--- src/hdl/bistable_actuator_pulse_fsm_assert.svh ---
// Assertion macros for the shutter coil controller.
`ifndef BISTABLE_ACTUATOR_PULSE_FSM_ASSERT_SVH
`define BISTABLE_ACTUATOR_PULSE_FSM_ASSERT_SVH

// Same-cycle implication, checked out of reset.
`define BAPF_ASSERT_NOW(label, ante, cons, msg) \
  label: assert property (@(posedge clk) disable iff (!rst_n) (ante) |-> (cons)) \
    else $error(msg);

// Next-cycle implication, checked out of reset.
`define BAPF_ASSERT_NEXT(label, ante, cons, msg) \
  label: assert property (@(posedge clk) disable iff (!rst_n) (ante) |=> (cons)) \
    else $error(msg);

`endif

--- src/hdl/bapf_pkg.sv ---
// Types and constants for the shutter coil controller.
`default_nettype none

package bapf_pkg;

  localparam int TIME_BITS = 32;
  localparam int VOLT_BITS = 16;
  localparam int CFG_BITS  = 16;

  localparam logic [1:0] REQ_POLL  = 2'd0;
  localparam logic [1:0] REQ_OPEN  = 2'd1;
  localparam logic [1:0] REQ_CLOSE = 2'd2;

  localparam logic [1:0] CFG_PULSE_TIME   = 2'd0;
  localparam logic [1:0] CFG_WAIT_TIME    = 2'd1;
  localparam logic [1:0] CFG_MIN_VOLTAGE  = 2'd2;
  localparam logic [1:0] CFG_WORK_VOLTAGE = 2'd3;

  localparam logic [CFG_BITS-1:0] PULSE_TIME_RST   = 16'd50;
  localparam logic [CFG_BITS-1:0] WAIT_TIME_RST    = 16'd100;
  localparam logic [CFG_BITS-1:0] MIN_VOLTAGE_RST  = 16'd8000;
  localparam logic [CFG_BITS-1:0] WORK_VOLTAGE_RST = 16'd10000;

  typedef enum logic [1:0] {
    ST_ERROR   = 2'd0,
    ST_RELAX   = 2'd1,
    ST_PROCESS = 2'd2,
    ST_WAIT    = 2'd3
  } state_t;

  typedef enum logic [1:0] {
    DRV_OFF   = 2'd0,
    DRV_OPEN  = 2'd1,
    DRV_CLOSE = 2'd2,
    DRV_HIZ   = 2'd3
  } drive_t;

  typedef struct packed {
    logic [1:0]           req_type;
    logic [TIME_BITS-1:0] now_ms;
    logic [VOLT_BITS-1:0] supply_voltage;
    logic                 hall_open;
    logic                 driver_fault;
    logic                 button_level;
  } in_item_t;

  typedef struct packed {
    logic [1:0] drive_mode;
    logic [1:0] ctrl_state;
    logic       cmd_accepted;
    logic       position_report;
    logic       position_open;
  } out_item_t;

endpackage

`default_nettype wire

--- src/hdl/bistable_actuator_pulse_fsm.sv ---
// Top level: bistable shutter coil pulse controller.
// Takes one poll or open/close command item per clock and returns one result item
// for each. The item is registered on entry; the controller state is updated and
// the result registered as the item leaves the input register. Sustained rate is
// one item per cycle, limited only by the result register being taken; in_stall
// rises only when both registers hold items and out_stall is high. Configuration
// writes take effect on the next clock.
`default_nettype none

module bistable_actuator_pulse_fsm
  import bapf_pkg::*;
(
  input  wire logic                clk,
  input  wire logic                rst_n,
  input  wire logic                in_valid,
  output logic                     in_stall,
  input  wire in_item_t            in_data,
  output logic                     out_valid,
  input  wire logic                out_stall,
  output out_item_t                out_data,
  input  wire logic                cfg_we,
  input  wire logic [1:0]          cfg_index,
  input  wire logic [CFG_BITS-1:0] cfg_data
);

  `include "bistable_actuator_pulse_fsm_assert.svh"

  logic [CFG_BITS-1:0]  pulse_time_r;
  logic [CFG_BITS-1:0]  wait_time_r;
  logic [CFG_BITS-1:0]  min_voltage_r;
  logic [CFG_BITS-1:0]  work_voltage_r;

  logic                 s1_valid_r;
  in_item_t             s1_data_r;
  logic                 out_valid_r;
  out_item_t            out_data_r;

  state_t               state_r, state_nxt;
  drive_t               drive_r, drive_nxt;
  logic [TIME_BITS-1:0] phase_r, phase_nxt;
  logic                 last_button_r, last_button_nxt;

  logic                 out_free;
  logic                 s1_fire;
  logic                 is_cmd;
  logic                 want_open;
  logic                 volt_work_ok;
  logic                 volt_min_low;
  logic [TIME_BITS-1:0] elapsed;
  logic                 pulse_over;
  logic                 wait_over;
  out_item_t            result;

  assign out_free  = !out_valid_r || !out_stall;
  assign s1_fire   = s1_valid_r && out_free;
  assign in_stall  = s1_valid_r && !out_free;
  assign out_valid = out_valid_r;
  assign out_data  = out_data_r;

  assign is_cmd       = (s1_data_r.req_type == REQ_OPEN) || (s1_data_r.req_type == REQ_CLOSE);
  assign want_open    = (s1_data_r.req_type == REQ_OPEN);
  assign volt_work_ok = (s1_data_r.supply_voltage >= work_voltage_r);
  assign volt_min_low = (s1_data_r.supply_voltage < min_voltage_r);
  assign elapsed      = s1_data_r.now_ms - phase_r;
  assign pulse_over   = elapsed > {{(TIME_BITS-CFG_BITS){1'b0}}, pulse_time_r};
  assign wait_over    = elapsed > {{(TIME_BITS-CFG_BITS){1'b0}}, wait_time_r};

  // Next state
  always_comb begin
    state_nxt       = state_r;
    drive_nxt       = drive_r;
    phase_nxt       = phase_r;
    last_button_nxt = last_button_r;
    if (is_cmd) begin
      if (want_open != s1_data_r.hall_open && volt_work_ok && state_r != ST_ERROR) begin
        drive_nxt = want_open ? DRV_OPEN : DRV_CLOSE;
        state_nxt = ST_PROCESS;
        phase_nxt = s1_data_r.now_ms;
      end
    end else begin
      unique case (state_r)
        ST_ERROR: begin
          drive_nxt = DRV_OFF;
          state_nxt = ST_WAIT;
          phase_nxt = s1_data_r.now_ms;
        end
        ST_PROCESS: begin
          if (pulse_over || volt_min_low) begin
            drive_nxt = DRV_OFF;
            state_nxt = ST_WAIT;
            phase_nxt = s1_data_r.now_ms;
          end
        end
        ST_WAIT: begin
          if (wait_over) begin
            drive_nxt = DRV_HIZ;
            state_nxt = ST_RELAX;
          end
        end
        ST_RELAX: begin
          if (s1_data_r.driver_fault) state_nxt = ST_ERROR;
        end
      endcase
      // button edge, held until relax with enough supply
      if (s1_data_r.button_level != last_button_r && volt_work_ok &&
          state_nxt == ST_RELAX) begin
        if (s1_data_r.button_level != s1_data_r.hall_open) begin
          drive_nxt = s1_data_r.button_level ? DRV_OPEN : DRV_CLOSE;
          state_nxt = ST_PROCESS;
          phase_nxt = s1_data_r.now_ms;
        end
        last_button_nxt = s1_data_r.button_level;
      end
    end
  end

  // Result fields
  always_comb begin
    result.drive_mode      = drive_nxt;
    result.ctrl_state      = state_nxt;
    result.cmd_accepted    = is_cmd && ((want_open == s1_data_r.hall_open) ||
                                        (volt_work_ok && state_r != ST_ERROR));
    result.position_report = !is_cmd && state_r == ST_WAIT && wait_over;
    result.position_open   = result.position_report && s1_data_r.hall_open;
  end

  always_ff @(posedge clk) begin
    if (!rst_n) begin
      pulse_time_r   <= PULSE_TIME_RST;
      wait_time_r    <= WAIT_TIME_RST;
      min_voltage_r  <= MIN_VOLTAGE_RST;
      work_voltage_r <= WORK_VOLTAGE_RST;
    end else if (cfg_we) begin
      unique case (cfg_index)
        CFG_PULSE_TIME:   pulse_time_r   <= cfg_data;
        CFG_WAIT_TIME:    wait_time_r    <= cfg_data;
        CFG_MIN_VOLTAGE:  min_voltage_r  <= cfg_data;
        CFG_WORK_VOLTAGE: work_voltage_r <= cfg_data;
      endcase
    end
  end

  always_ff @(posedge clk) begin
    if (!rst_n) begin
      s1_valid_r    <= 1'b0;
      out_valid_r   <= 1'b0;
      state_r       <= ST_ERROR;
      drive_r       <= DRV_OFF;
      phase_r       <= '0;
      last_button_r <= 1'b0;
    end else begin
      if (!in_stall) s1_valid_r <= in_valid;
      if (out_free) out_valid_r <= s1_valid_r;
      if (s1_fire) begin
        state_r       <= state_nxt;
        drive_r       <= drive_nxt;
        phase_r       <= phase_nxt;
        last_button_r <= last_button_nxt;
      end
    end
  end

  always_ff @(posedge clk) begin
    if (!in_stall && in_valid) s1_data_r <= in_data;
    if (s1_fire) out_data_r <= result;
  end

  `BAPF_ASSERT_NOW(a_process_drives, state_r == ST_PROCESS,
                   drive_r == DRV_OPEN || drive_r == DRV_CLOSE,
                   "pulse state without coil drive")
  `BAPF_ASSERT_NOW(a_relax_hiz, state_r == ST_RELAX, drive_r == DRV_HIZ,
                   "relax state with driver not floating")
  `BAPF_ASSERT_NOW(a_wait_off, state_r == ST_WAIT, drive_r == DRV_OFF,
                   "wait state with coil driven")
  `BAPF_ASSERT_NOW(a_report_state, out_valid_r && out_data_r.position_report,
                   out_data_r.ctrl_state == ST_RELAX || out_data_r.ctrl_state == ST_PROCESS,
                   "position reported outside relax or new pulse")
  `BAPF_ASSERT_NEXT(a_state_hold, !s1_fire, $stable(state_r) && $stable(phase_r),
                    "controller state moved without an item")

endmodule

`default_nettype wire

--- config.mk ---
export PLATFORM = sky130hd
export DESIGN_NAME = bistable_actuator_pulse_fsm
export DESIGN_NICKNAME = d
export VERILOG_FILES = /design/src/hdl/bapf_pkg.sv /design/src/hdl/bistable_actuator_pulse_fsm.sv
export VERILOG_INCLUDE_DIRS = /design/src /design/src/hdl
export SDC_FILE = /design/constraint.sdc
export NUM_CORES = 1
export LEC_CHECK = 0
export CORE_MARGIN = 1.5
export CORE_UTILIZATION = 54
export DETAILED_ROUTE_END_ITERATION = 7
export DONT_BUFFER_PORTS = 1
export PLACE_DENSITY_LB_ADDON = 0.05
export SYNTH_ARGS = -nofsm -noshare
export SYNTH_HDL_FRONTEND = slang
export SYNTH_SLANG_ARGS = --single-unit
--- constraint.sdc ---
create_clock -name clk -period 5.2 [get_ports clk]
set_input_delay 1.04 -clock clk [delete_from_list [all_inputs] [get_ports clk]]
set_output_delay 1.04 -clock clk [all_outputs]
set_load 0.02 [all_outputs]
==> metrics.txt <==
Setup CP Type=reg2reg; TritonCTS Buffers=17; htree depth=4; clock tree buffer depth=2; initial DRC count=442; outcome=finished clean; Ports=85; mean post-synth cell area=between 8 and 9 µm²; initial antenna violation count=0; Syn Nets=around 1300; FF+latch count, synth=around 160; Die Y=138 µm; Hold WC Path Type=reg2reg; Switch Pwr=954 µW; Vias/cell=about 5.7; wire per inst=around 16 µm; detailed-route via count=~7600; TritonCTS clock tree=done; DRT Pass-1 Iters=5; final hold vios=0; fin nets=~1300; Yosys top cell area share=20.9%; setup ws final=roughly 0.5 ns; Synth area leaders=dfxtp_1, edfxtp_1, ha_1; clock share of power=roughly two fifths; number of port buffers=0; Largest delay share family, worst path=compound AO/OA/AOI/OAI gates; clock sinks=163; PD cells=around 310 nW/µm²; Routed WL=approximately 22000 µm; Pint=~2400 µW; placer congestion estimate=roughly 0.88; Critical Path Start Type=flip-flop; Post-Syn Area=9850 µm²; worst rel slew slack=between 30 and 40%; Final min period=about 4.7 ns; post-cts hold buffer count=0; clock latency on the worst-skew pair=roughly 0.44 ns; Post-Place Setup Slack=between 0.5 and 0.6 ns; period utilization=about nine tenths; skew final=0.0119 ns; Starting Density=a little under three fifths; setup TNS=0 ns; Die ar.=about 19000 µm²; Peak supply drop=approximately 0.00034 V; Die W=138 µm; Rows=49; commonest non-fill, non-tap cell in the layout=nand2_1; total gr overflow=0; most frequent cells in the layout=nand2_1, inv_1, dfxtp_1, ha_1, edfxtp_1; CP Cell Sequence=ha_1 -> a21oi_1 -> o21ai_1 -> a21boi_1 -> and2_1 -> xnor2_1 -> ha_1 -> a2111oi_0 -> o21ai_0 -> a31o_2 -> a21oi_1 -> o31ai_1 -> o31ai_1 -> and3_1 -> a311oi_1 -> o21a_1 -> o21ai_0 -> nand3_1; CP max stage cell=a21boi_1; total power draw=about 3300 µW; max-slew violation count=0; Sw Ratio=28.6%; WP data required=about 5.4 ns; # DRC=0; number of synthesized flops with an enable pin=60; sequential power share=42.8%; Syn-to-layout area delta=7.54%; Synth Instances=1118; CP endpoint kind=flip-flop; critical path buffer and inverter count=0; Crit Path Max Fanout=5; Root Buffer=clkbuf_16; detailed placement HPWL=15900 µm; GR Util All Layers=23.4%; Synth area leader=dfxtp_1; final core utilization=between 50% and 60%; RSZ-0062 raised after global routing=false; FMAX=between 200 and 250 MHz; Pleak=0.00404 µW; CP max stage delay=0.42 ns; Clk pin slew, worst setup/hold paths=~0.06 ns; Synth cell types=between 70 and 80; ys flop type=dfxtp_1; Max-cap violations=0; Slew @ Worst Pin=between 0.9 and 1 ns; Comb pwr share=roughly 18%; Seq/Total Area, Yosys=39.2%; Post-Layout Inst Area=~11000 µm²; Post-DP Area=between 9000 and 10000 µm²; largest net degree at the start of global routing=approximately 140; Final Setup Violations=0; layout cell share with drive strength beyond 1=under 10%; core box area=about 18000 µm²; diode count=0; first-pass GRT wire length=approximately 36000 µm; # resized after CTS=0; FFs w/ async S/R, synth=0%; vias in the first global route=roughly 7300; CP arrival=around 4.9 ns; YS warnings=0; post-CTS setup buffers=0; antenna-violating nets left=0
## flip-flops by register name, indices dropped and copies added (netlist names)
signal          cells
s1_data_r          53
state_r             2
last_button_r       1
pulse_time_r       16
wait_time_r        16
out_data            7
min_voltage_r      16
s1_valid_r          1
out_valid           1
drive_r             2
work_voltage_r     16
phase_r            32
## layout make-up
class,count,area (µm²)
well taps,229,287
multi-input cells,802,5390
repair buffers,3,35.0
inverters,110,413
flip-flops and latches,163,3860
fillers,1577,7310
clock inverters,10,104
clock buffers,22,505
## synth_stat cells (all sizes together) (3+ instances only)
| master | n |
|---|---|
| nand4b | 3 |
| clkbuf | 32 |
| o2111ai | 3 |
| o211a | 3 |
| a311oi | 3 |
| inv | 110 |
| xnor2 | 10 |
| nor2 | 41 |
| a21o | 16 |
| buf | 11 |
| o21ai | 51 |
| nand2 | 230 |
| or3 | 4 |
| nand4 | 16 |
| ha | 95 |
| mux2i | 34 |
| nor2b | 7 |
| a221oi | 3 |
| nor4 | 3 |
| a2111oi | 5 |
| a22oi | 3 |
| a21oi | 62 |
| and2 | 8 |
| a31o | 4 |
| nor3 | 15 |
| a32oi | 3 |
| o21a | 9 |
| dfxtp | 103 |
| nand2b | 8 |
| a21boi | 52 |
| and3 | 9 |
| a211o | 4 |
| o21bai | 5 |
| o31ai | 5 |
| o211ai | 26 |
| xor2 | 10 |
| nand3 | 18 |
| a211oi | 8 |
| edfxtp | 60 |
## power by group through the flow
| stage | Combinational, µW | Clock, µW | Sequential, µW |
|---|---|---|---|
| 2_1_floorplan | 478 | 0 | 1450 |
| 3_3_place_gp | 585 | 0 | 1450 |
| 3_5_place_dp | 590 | 0 | 1450 |
| 4_1_cts | 595 | 1340 | 1430 |
| 5_1_grt | 677 | 1390 | 1430 |
| 6_report | 594 | 1310 | 1430 |
## worst min-delay path, cell delays in order, from the launching register on
cell     delay (ns)
dfxtp_1        0.31
nand2_1        0.05
mux2i_1        0.05
## routing by layer
layer	global-route usage (%)	up-vias	share of wire [%]
met3	4.78	23	4.2
met1	32.3	3542	49
li1	-	3879	-
met4	7.48	0	1.6
met5	0	-	0
met2	37.0	151	46
## cells by family (layout without fill, tap and decap cells)
group / after synthesis / after routing / synth area share (%)
DFF: 163 / 163 / 39.2
adders and majority gates: 96 / 96 / 12.3
muxes: 34 / 34 / 3.45
buffers and inverters: 153 / 145 / 6.25
xor gates and xnor gates: 20 / 20 / 1.78
AOI/OAI and AO/OA: 276 / 276 / 19.7
and+or+nand+nor: 376 / 376 / 17.3
## worst paths after layout
| kind | from | to | slack [ns] | cells past startpoint |
|---|---|---|---|---|
| worst max-delay path | s1_data_r[27]$_DFFE_PP_ | out_data[6]$_DFFE_PP_ | 0.49 | 18 |
| worst min-delay path | phase_r[2]$_SDFFE_PN0P_ | phase_r[2]$_SDFFE_PN0P_ | 0.46 | 2 |
| worst max register to register | s1_data_r[27]$_DFFE_PP_ | out_data[6]$_DFFE_PP_ | 0.49 | 18 |
| worst min register to register | phase_r[2]$_SDFFE_PN0P_ | phase_r[2]$_SDFFE_PN0P_ | 0.46 | 2 |
## stage by stage
step                      std cells  hold slack, ns
after floorplan                1118           0.435
after global placement         1307           0.442
after detailed placement       1307           0.449
after CTS                      1339           0.459
after global routing           1339           0.474
final                          1339           0.456
(Power assumes the default switching activity.)
